### config.mk
export PLATFORM = sky130hd
export DESIGN_NAME = pwbs_ram
export DESIGN_NICKNAME = d
export VERILOG_FILES = /design/src/hw/rtl/pow2_weight_bucket_switch_macros.svh /design/src/hw/rtl/pwbs_ram.sv
export SDC_FILE = /design/constraint.sdc
export NUM_CORES = 1
export LEC_CHECK = 0
export ABC_AREA = 1
export BUFFER_PORTS_ARGS = -buffer_cell sky130_fd_sc_hd__buf_2
export CELL_PAD_IN_SITES_DETAIL_PLACEMENT = 1
export CELL_PAD_IN_SITES_GLOBAL_PLACEMENT = 1
export CORE_UTILIZATION = 51
export CTS_BUF_LIST = sky130_fd_sc_hd__clkbuf_2 sky130_fd_sc_hd__clkbuf_4 sky130_fd_sc_hd__clkbuf_8
export DETAILED_ROUTE_END_ITERATION = 16
export GPL_ROUTABILITY_DRIVEN = 0
export PLACE_DENSITY_LB_ADDON = 0.05
export REMOVE_ABC_BUFFERS = 1
export SYNTH_ARGS = -nofsm -noshare
export SYNTH_HDL_FRONTEND = slang
export SYNTH_SLANG_ARGS = --single-unit
export TNS_END_PERCENT = 10
### constraint.sdc
create_clock -name clk -period 1.56 [get_ports clk]
set_input_delay 0.234 -clock clk [delete_from_list [all_inputs] [get_ports clk]]
set_output_delay 0.234 -clock clk [all_outputs]
set_load 0.1 [all_outputs]
### src/hw/rtl/pow2_weight_bucket_switch_macros.svh
// Assertion macros used by the RTL of the bucket switch.
// Every check is sampled on the rising clock edge and is disabled while reset is high.
`ifndef POW2_WEIGHT_BUCKET_SWITCH_MACROS_SVH
`define POW2_WEIGHT_BUCKET_SWITCH_MACROS_SVH

`ifndef NO_ASSERTIONS

// The expression holds at every sampled edge.
`define PWBS_ASSERT_ALWAYS(label, clock, reset, expr, msg) \
  label: assert property (@(posedge clock) disable iff (reset) (expr)) else $error(msg);

// The consequent holds in the same cycle as the antecedent.
`define PWBS_ASSERT_SAME(label, clock, reset, ante, cons, msg) \
  label: assert property (@(posedge clock) disable iff (reset) (ante) |-> (cons)) \
    else $error(msg);

// The consequent holds in the cycle after the antecedent.
`define PWBS_ASSERT_NEXT(label, clock, reset, ante, cons, msg) \
  label: assert property (@(posedge clock) disable iff (reset) (ante) |=> (cons)) \
    else $error(msg);

`else

`define PWBS_ASSERT_ALWAYS(label, clock, reset, expr, msg)
`define PWBS_ASSERT_SAME(label, clock, reset, ante, cons, msg)
`define PWBS_ASSERT_NEXT(label, clock, reset, ante, cons, msg)

`endif

`endif

### src/hw/rtl/pwbs_ram.sv
// Simple dual-port RAM: one write port, one read port with registered data.
module pwbs_ram #(
  parameter int WIDTH = 8,
  parameter int DEPTH = 16
) (
  input  logic                     clk,
  input  logic                     we,
  input  logic [$clog2(DEPTH)-1:0] waddr,
  input  logic [WIDTH-1:0]         wdata,
  input  logic                     re,
  input  logic [$clog2(DEPTH)-1:0] raddr,
  output logic [WIDTH-1:0]         rdata
);

  logic [WIDTH-1:0] mem [DEPTH];

  always_ff @(posedge clk) begin
    if (we) begin
      mem[waddr] <= wdata;
    end
    if (re) begin
      rdata <= mem[raddr];
    end
  end

endmodule
* Word level (Yosys, flattened, before mapping)
Memory sizes are Yosys's and may differ from the RTL's. A register that Yosys moved wholly into a read port is not among the register bits.
Cells that the tools add are included.
** Storage, ports and cells
- Memories kept :: 1
- RAM bits :: 128
- ROM bits :: 0
- Register bits :: 0
- Word-level logic and storage cells :: 3
- Bits in latches :: 0
** Memory list
- mem :: words 16, bits a word 8, read ports 1, clocked after Yosys merged registers in 1, write ports 1, RTL line pwbs_ram.sv:15 : logic [WIDTH-1:0] mem [DEPTH];
** Operators by class
- Bitwise logic cells :: 0
- Reductions and logical operators :: 0
- Multiplexer cells :: 2
- Shift-type cells :: 0
- Multiply operators :: 0
- Equality and inequality tests :: 0
- Add/sub/neg operators :: 0
- Order comparisons :: 0
- Divide/modulo/power cells :: 0
** Operators with widths (number)
- $mux W1 :: 2

* Depth between registers and ports, before layout
Gate-level depths: netlist of the first run.
- Word-level depth :: 2
- Depth in mapped cells :: 8
- Mapped depth without buffers :: 7

* Worst setup path after synthesis of the first run
No wires, ideal clock.
- Path type :: input -> register
- Start point :: input waddr[2]
- End point :: memory mem[10][0] (enable)
- Required time :: 1190 ps
- Stages :: 2
- Setup slack :: 375 ps
- Data arrival time :: 815 ps
- Cell sequence :: nand3b_1 > nor2_1
** RTL lines
- from (decl) :: RTL line pwbs_ram.sv:8 : input logic [$clog2(DEPTH)-1:0] waddr,
- to (decl) :: RTL line pwbs_ram.sv:15
No word-level cell before the write port.

* Worst setup path after layout of the first run
- Start point :: register rdata[0], read port of mem
- End point :: output rdata[0]
** RTL lines
- from (decl) :: RTL line pwbs_ram.sv:12 : output logic [WIDTH-1:0] rdata
No word-level cell between the ends.

==> results of run 1 <==
-- where the power goes --
part           switching [W]  total [W]  internal (W)
sequential         0.0000267    0.00414       0.00411
clock                0.00131    0.00343       0.00211
combinational       0.000479   0.000640      0.000161
total                0.00182    0.00820       0.00639
-- stage by stage --
stage | cells | worst slack, ps | cell area (µm²) | hold slack [ps] | utilization, %
6_report | 751 | 46.2 | 6700 | 156 | 61.0
5_1_grt | 751 | 10.6 | 6700 | 156 | 61.0
4_1_cts | 751 | 35.7 | 6700 | 148 | 61.0
3_5_place_dp | 719 | 63.7 | 6230 | 621 | 56.7
3_3_place_gp | 719 | 89.6 | 6230 | 613 | 56.7
2_1_floorplan | 527 | 205 | 5680 | 333 | -
-- how the worst min path moves through the flow --
stage          startpoint        end  slack (ps)  cells after the start
5_1_grt                re   rdata[2]         160                      1
3_3_place_gp           re   rdata[2]         610                      1
4_1_cts                re   rdata[2]         150                      1
6_report               re   rdata[2]         160                      1
2_1_floorplan    wdata[0]  mem[0][0]         330                      0
3_5_place_dp           re   rdata[2]         620                      1
-- cells in the final DEF, fill, tap and decap left out, drive strengths merged --
| cell type | count |
|---|---|
| nand2 | 173 |
| bufinv | 6 |
| nand3b | 2 |
| nand3 | 97 |
| buf | 52 |
| edfxtp | 136 |
| inv | 102 |
| clkinv | 5 |
| clkbuf | 21 |
| nor2 | 17 |
-- area by class of cell --
type | count | area, µm² | area share, %
Sequential cell | 136 | 4080 | 61.0
Clock inverter | 11 | 201 | 3.01
Timing Repair Buffer | 52 | 375 | 5.61
Inverter | 102 | 383 | 5.72
Tap cell | 140 | 175 | 2.62
Multi-Input combinational cell | 289 | 1210 | 18.1
Clock buffer | 21 | 264 | 3.94
-- flip-flops by register name, summed over array words and instances (netlist names) --
name   count
mem      128
rdata      8
-- routing by layer --
| metal | routed length (µm) | vias up | global-route usage, % |
|---|---|---|---|
| met5 | 0 | - | 0 |
| met4 | 129 | 0 | 8.69 |
| met3 | 658 | 15 | 5.08 |
| met2 | 7360 | 100 | 46.0 |
| met1 | 6250 | 1939 | 34.5 |
| li1 | - | 1872 | - |
-- worst register-to-register path, stage by stage, from the launching register on --
cell and delay, ps:
edfxtp_1 390, inv_1 70, nand2_1 60, nand3_1 110
nand3_1 100, nand3_1 110, nand2_1 70
-- logic make-up after synthesis --
| family | count (synthesis) | synth area share (%) |
|---|---|---|
| and+or+nand+nor | 289 | 20.8 |
| buffers and inverters | 126 | 9.39 |
| DFF | 136 | 69.8 |
==> impl_metrics.csv, run 1 <==
group,metric,value,unit
synth,syn-instance-count,551,
sta,tns,0,ps
power_and_ir_drop,leakagePower,2.92,nW
floorplan,die_w,109,µm
clock_network,cts_max_level,4,
route,drc,0,
route,dr.pass1.iters,4,
global_route,antenna_found_initial,0,
worst_setup_path,worst_path_largest_cell_delay,450,ps
global_route,grt_max_degree,43,
worst_setup_path,critPathTopFamily,"buffers and inverters",
worst_setup_path,r2r-start,"mem[1][4]",
worst_setup_path,reg2reg_to,"rdata[4]",
synth,yosysMostFrequentCell,"nand2_1",
worst_setup_path,crit_buf_inv,1,
synth,synthArstFlopShare,0,%
route,ant_nets,0,
clock_network,cts.clk_slew.worst_paths,80,ps
worst_setup_path,critPathLaunchType,"register",
power_and_ir_drop,max-vdd-ir-drop,691,µV
synth,ys_top_cells_by_count,"nand2_1, edfxtp_1, inv_1",
layout,nFillCells,1210,
global_route,grt_pass1_vias,4127,
worst_setup_path,critPathCapture,"rdata[0]",
layout,area_growth,14.5,%
floorplan,io_pins,27,
synth,netlist_area,5850,µm²
floorplan,rows,38,
worst_setup_path,crit_required,1330,ps
synth,syn_avg_cell_area,10.6,µm²
worst_setup_path,endpoint_kind,"output pin",
route,drt_iter0_markers,232,
worst_setup_path,cp-startpoint,"rdata[0]",
synth,ys_seq_area_share,69.8,%
synth,ys_ff_latch,136,
placement,hpwl,9.06,mm
sta,fin_crit_sh,97.0,%
synth,ys_types,11,
sta,rsz0062_at_grt,"false",
clock_network,cts_hold_buf,0,
route,wl_per_cell,19.2,µm
route,viasPerCell,5.23,
sta,finClkSkew,11.4,ps
layout,diodes,0,
route,num_vias,3926,
floorplan,core,11000,µm²
run_status,status,"complete, no violations",
route,routed_wl,14.4,mm
power_and_ir_drop,total_power,0.00820,W
worst_setup_path,crit_chain,"buf_2",
synth,synth.top_cell.area_share,69.8,%
clock_network,clock_latency,450,ps
synth,synth_edf_count,136,
worst_setup_path,r2r_cells,6,
sta,slew_viol_final,0,
sta,fmax,661,MHz
worst_setup_path,rrSetupSlack,400,ps
synth,yosysTopAreaCell,"edfxtp_1",
sta,max-slew-margin-rel,56.7,%
worst_hold_path,worstHoldPathType,"primary input to register",
floorplan,initial_core_util,53.2,%
power_and_ir_drop,powerDensity,1230,nW/µm²
placement,io_buffers,26,
sta,worst_pin_slew,648,ps
clock_network,cts_tree,"built",
clock_network,cts.sink_count,136,
worst_setup_path,crit_cells,1,
clock_network,cts_resized,0,
global_route,grt_usage,26.9,%
worst_setup_path,path_class,"register to output pin",
layout,finalNetCount,617,
synth,ys_top_cells_by_area,"edfxtp_1, nand2_1, nand3_1",
global_route,gr-total-overflow,0,
sta,setup_viol,0,
run,max_cap_viol_count,0,
synth,synth_warnings,0,
worst_setup_path,slowest_stage,"buf_2",
sta,period_needed,1510,ps
layout,drive_above_1_share,13.6,%
synth,ys.flop_type,"edfxtp_1",
clock_network,cts_buffers,17,
clock_network,cts_setup_buffers,0,
global_route,grt_pass1_wl,22.5,mm
clock_network,clk_path_buf_depth,2,
worst_setup_path,path_max_fanout,1,
sta,hold_viol,0,
floorplan,die_height,109,µm
clock_network,root_buffer,"clkbuf_8",
floorplan,die_area,11900,µm²
worst_setup_path,arrival,1280,ps
Note: power is estimated with default switching activity, not from simulation.
==> inputs of run 2 (changes only) <==
--- a/config.mk
+++ b/config.mk
@@ -9,7 +9,7 @@
 export BUFFER_PORTS_ARGS = -buffer_cell sky130_fd_sc_hd__buf_2
 export CELL_PAD_IN_SITES_DETAIL_PLACEMENT = 1
 export CELL_PAD_IN_SITES_GLOBAL_PLACEMENT = 1
-export CORE_UTILIZATION = 51
+export CORE_UTILIZATION = 39
 export CTS_BUF_LIST = sky130_fd_sc_hd__clkbuf_2 sky130_fd_sc_hd__clkbuf_4 sky130_fd_sc_hd__clkbuf_8
 export DETAILED_ROUTE_END_ITERATION = 16
 export GPL_ROUTABILITY_DRIVEN = 0
==> run 2 against run 1 <==
  * Worst setup slack improved by 29 ps
  * Via count decreased by 3.8%
  * First-iteration DRC count is 15% higher
  * Clock-buffer cell count is 1 lower
  * Sequential power barely moved
  * Worst hold slack lost 7.9 ps
  * Maximum frequency is 2.0% higher
  * Clock power down 20%
  * Die area increased by 30%
  * Total power shrank 8.3%
  * Critical endpoint unchanged
  * Clock skew down 4.9 ps
  * Largest cell class unchanged
  * Core utilization decreased by 15 points
  * Highest routed layer unchanged
==> impl_metrics.csv, run 2 (synthesized netlist as in run 1, its figures left out) <==
group,metric,value,unit
route,wl_per_cell,18.2,µm
clock_network,clk_path_buf_depth,2,
worst_setup_path,cp-startpoint,"rdata[0]",
sta,worst_pin_slew,639,ps
sta,fin_crit_sh,95.2,%
clock_network,cts_tree,"built",
worst_setup_path,crit_required,1330,ps
worst_setup_path,crit_buf_inv,1,
sta,rsz0062_at_grt,"false",
layout,diodes,0,
sta,setup_viol,0,
worst_setup_path,r2r_cells,6,
layout,largest_register_ff_count,128,
worst_setup_path,endpoint_kind,"output pin",
route,num_vias,3778,
layout,regMostFlops,"mem",
floorplan,initial_core_util,40.1,%
floorplan,die_w,124,µm
clock_network,root_buffer,"clkbuf_8",
layout,finalNetCount,616,
route,routed_wl,14.5,mm
global_route,grt_pass1_wl,22.6,mm
worst_setup_path,reg2reg_to,"rdata[5]",
worst_setup_path,critPathTopFamily,"buffers and inverters",
worst_hold_path,hp-start,"re",
layout,final_common_cell,"nand2_1",
run_status,status,"complete, no violations",
floorplan,io_pins,27,
power_and_ir_drop,powerDensity,1130,nW/µm²
worst_setup_path,rrSetupSlack,400,ps
worst_setup_path,path_max_fanout,1,
floorplan,rows,44,
sta,fmax,673,MHz
clock_network,cts_resized,0,
worst_setup_path,crit_chain,"buf_2",
clock_network,cts_hold_buf,0,
floorplan,core,14600,µm²
floorplan,die_area,15500,µm²
power_and_ir_drop,leakagePower,2.87,nW
layout,top_regs,"mem (128), rdata (8)",
worst_setup_path,critPathLaunchType,"register",
layout,fin_area,6640,µm²
worst_hold_path,worstHoldPathType,"primary input to register",
layout,area_growth,13.6,%
route,drt_iter0_markers,267,
worst_setup_path,slowest_stage,"buf_2",
clock_network,cts_max_level,4,
placement,io_buffers,26,
route,viasPerCell,4.76,
run,max_cap_viol_count,0,
worst_setup_path,r2r-start,"mem[11][5]",
global_route,grt_pass1_vias,3860,
worst_setup_path,path_class,"register to output pin",
sta,max-slew-margin-rel,57.3,%
worst_setup_path,arrival,1250,ps
global_route,grt_usage,20.2,%
power_and_ir_drop,max-vdd-ir-drop,557,µV
sta,period_needed,1480,ps
floorplan,die_height,124,µm
sta,finClkSkew,6.54,ps
clock_network,cts_setup_buffers,0,
sta,slew_viol_final,0,
route,drc,0,
clock_network,cts_buffers,17,
placement,place_area,6280,µm²
layout,drive_above_1_share,13.4,%
global_route,gr-total-overflow,0,
layout,mostFrequentLayoutCells,"nand2_1, edfxtp_1, inv_1, nand3_1, buf_2",
global_route,antenna_found_initial,0,
worst_setup_path,crit_cells,1,
worst_setup_path,worst_path_largest_cell_delay,440,ps
route,dr.pass1.iters,4,
worst_setup_path,critPathCapture,"rdata[0]",
route,ant_nets,0,
global_route,grt_max_degree,65,
placement,hpwl,9.27,mm
clock_network,clock_latency,440,ps
sta,hold_viol,0,
clock_network,cts.clk_slew.worst_paths,70,ps
clock_network,cts.sink_count,136,
sta,tns,0,ps
[run 2: layout make-up]
class	instances	area, µm²
fill	1652	7950
sequential	136	4080
multi-input combinational	289	1210
inverter	102	383
timing repair buffer	51	368
clock buffer	20	256
tap	184	230
clock inverter	12	109
[run 2: worst min path at each step]
stage,endpoint,depth (start not counted)
6_report,rdata[7],1
5_1_grt,rdata[6],1
4_1_cts,rdata[7],1
3_5_place_dp,rdata[7],1
3_3_place_gp,rdata[7],1
2_1_floorplan,mem[0][0],0
[run 2: per-layer routing]
layer	track usage (%)	share of wire [%]	up-vias
met2	29.7	45	78
li1	-	-	1868
met4	6.80	1.3	0
met5	0	0	-
met1	29.1	49	1821
met3	5.03	4.5	11
[run 2: stage by stage]
step / util, % / worst slack, ps / cells / hold WS, ps / power [W]
floorplan: - / 205 / 527 / 333 / 0.00456
global placement: 43.0 / 46.6 / 762 / 607 / 0.00487
detailed placement: 43.0 / 0.527 / 762 / 602 / 0.00488
CTS: 45.5 / 43.0 / 794 / 121 / 0.00761
global route: 45.5 / 13.5 / 794 / 115 / 0.00783
finish: 45.5 / 75.2 / 794 / 148 / 0.00753
[run 2: where the power goes]
part | switching [W] | internal [W]
Clock | 0.00131 | 0.00143
Sequential | 0.0000243 | 0.00411
Combinational | 0.000490 | 0.000159
==> inputs of run 3 (changes only) <==
--- a/config.mk
+++ b/config.mk
@@ -10,7 +10,7 @@
 export CELL_PAD_IN_SITES_DETAIL_PLACEMENT = 1
 export CELL_PAD_IN_SITES_GLOBAL_PLACEMENT = 1
 export CORE_UTILIZATION = 39
-export CTS_BUF_LIST = sky130_fd_sc_hd__clkbuf_2 sky130_fd_sc_hd__clkbuf_4 sky130_fd_sc_hd__clkbuf_8
+export CTS_BUF_LIST = sky130_fd_sc_hd__clkbuf_16
 export DETAILED_ROUTE_END_ITERATION = 16
 export GPL_ROUTABILITY_DRIVEN = 0
 export PLACE_DENSITY_LB_ADDON = 0.05
==> run 3 against run 2 <==
  * Sequential power about the same
  * Clock-buffer cell count down 3
  * Combinational power is essentially flat
  * Core utilization up 1.2 points
  * Worst setup slack improved by 19 ps
  * Die area stayed put
  * Sequential cell count is the same
  * Design area grew 2.7%
  * Clock power rose by 36%
  * First-iteration DRC count up 5.2%
  * Critical path type unchanged
  * Sequential share of layout area is 1.6 points lower
  * Maximum frequency rose by 1.3%
==> impl_metrics.csv, run 3 (synthesized netlist as in run 1, its figures left out) <==
group,metric,value,unit
run_status,status,"complete, no violations",
floorplan,initial_core_util,40.1,%
floorplan,rows,44,
sta,max-slew-margin-rel,56.9,%
sta,period_needed,1470,ps
floorplan,io_pins,27,
power_and_ir_drop,max-vdd-ir-drop,684,µV
sta,setup_viol,0,
global_route,grt_usage,20.1,%
worst_setup_path,r2r_cells,6,
sta,slew_viol_final,0,
clock_network,cts_hold_buf,0,
run,max_cap_viol_count,0,
route,dr.pass1.iters,4,
clock_network,cts_max_level,4,
sta,rsz0062_at_grt,"false",
layout,finalNetCount,616,
clock_network,clk_path_buf_depth,2,
worst_setup_path,slowest_stage,"buf_2",
sta,worst_pin_slew,646,ps
power_and_ir_drop,powerDensity,1250,nW/µm²
global_route,grt_pass1_wl,22.4,mm
worst_setup_path,r2r-start,"mem[11][5]",
worst_setup_path,critPathTopFamily,"buffers and inverters",
worst_setup_path,path_class,"register to output pin",
global_route,gr-total-overflow,0,
worst_setup_path,crit_buf_inv,1,
floorplan,die_area,15500,µm²
floorplan,die_w,124,µm
layout,mostFrequentLayoutCells,"nand2_1, edfxtp_1, inv_1, nand3_1, buf_2",
worst_hold_path,min_to,"rdata[7]",
layout,diodes,0,
floorplan,die_height,124,µm
sta,fin_crit_sh,93.9,%
route,num_vias,3831,
worst_setup_path,rrSetupSlack,410,ps
sta,tns,0,ps
worst_setup_path,crit_chain,"buf_2",
layout,seq_area,4080,µm²
clock_network,root_buffer,"clkbuf_16",
route,drc,0,
clock_network,cts_buffers,17,
worst_hold_path,worstHoldPathType,"primary input to register",
global_route,grt_pass1_vias,3841,
global_route,grt_max_degree,65,
layout,nFillCells,1635,
power_and_ir_drop,leakagePower,2.96,nW
layout,largest_register_ff_count,128,
clock_network,cts_tree,"built",
layout,regMostFlops,"mem",
worst_setup_path,arrival,1230,ps
worst_setup_path,worst_path_largest_cell_delay,450,ps
layout,area_growth,16.7,%
sta,fin_hold_ws,176,ps
clock_network,cts.sink_count,136,
worst_hold_path,whs_path_depth,1,
clock_network,cts.clk_slew.worst_paths,60,ps
sta,fmax,682,MHz
worst_hold_path,hp-start,"re",
clock_network,cts_resized,0,
layout,multiInputGateArea,1210,µm²
sta,hold_viol,0,
worst_setup_path,path_max_fanout,1,
clock_network,clock_latency,420,ps
global_route,antenna_found_initial,0,
route,routed_wl,14.5,mm
route,viasPerCell,4.82,
worst_setup_path,reg2reg_to,"rdata[5]",
floorplan,core,14600,µm²
layout,final_common_cell,"nand2_1",
route,wl_per_cell,18.3,µm
worst_setup_path,crit_required,1330,ps
placement,io_buffers,26,
sta,finClkSkew,5.39,ps
layout,drive_above_1_share,13.0,%
worst_setup_path,endpoint_kind,"output pin",
layout,top_regs,"mem (128), rdata (8)",
route,ant_nets,0,
placement,hpwl,9.27,mm
clock_network,cts_setup_buffers,0,
worst_setup_path,critPathLaunchType,"register",
route,drt_iter0_markers,281,
-- run 3: metal layers --
metal | routed length, µm | up-vias | share of wire (%) | track usage (%)
met5 | 0 | - | 0 | 0
met4 | 240 | 0 | 1.7 | 7.65
met3 | 622 | 19 | 4.3 | 4.25
met2 | 6430 | 71 | 44 | 29.8
met1 | 7230 | 1864 | 50 | 28.8
li1 | - | 1877 | - | -
-- run 3: worst max path at each step --
stage / from / end / cells past startpoint
after floorplan: raddr[0] / rdata[2] / 6
final: rdata[1] / rdata[1] / 1
after global routing: rdata[1] / rdata[1] / 1
after global placement: raddr[1] / rdata[3] / 6
after CTS: rdata[0] / rdata[0] / 1
after detailed placement: raddr[1] / rdata[2] / 6
-- run 3: metrics by stage --
stage / cell area (µm²) / std cells / setup WS [ps] / utilization, % / power (W)
2_1_floorplan: 5680 / 527 / 205 / - / 0.00456
3_3_place_gp: 6280 / 762 / 46.6 / 43.0 / 0.00487
3_5_place_dp: 6280 / 762 / 0.527 / 43.0 / 0.00488
4_1_cts: 6820 / 794 / 78.7 / 46.8 / 0.00861
5_1_grt: 6820 / 794 / 72.0 / 46.8 / 0.00881
6_report: 6820 / 794 / 94.5 / 46.8 / 0.00852
-- run 3: where the power goes --
part / leakage, nW / total [W] / switching [W] / internal, W
logic: 1.44 / 0.000651 / 0.000492 / 0.000159
clock network: 0.282 / 0.00373 / 0.00144 / 0.00229
registers: 1.24 / 0.00414 / 0.0000246 / 0.00412
total: 2.96 / 0.00852 / 0.00195 / 0.00657
-- run 3: area by class of cell --
| cell class | instances | area share, % |
|---|---|---|
| Inverter | 102 | 5.61 |
| Multi-Input combinational cell | 289 | 17.8 |
| Clock buffer | 17 | 6.23 |
| Timing Repair Buffer | 51 | 5.39 |
| Tap cell | 184 | 3.37 |
| Clock inverter | 15 | 1.76 |
| Sequential cell | 136 | 59.8 |
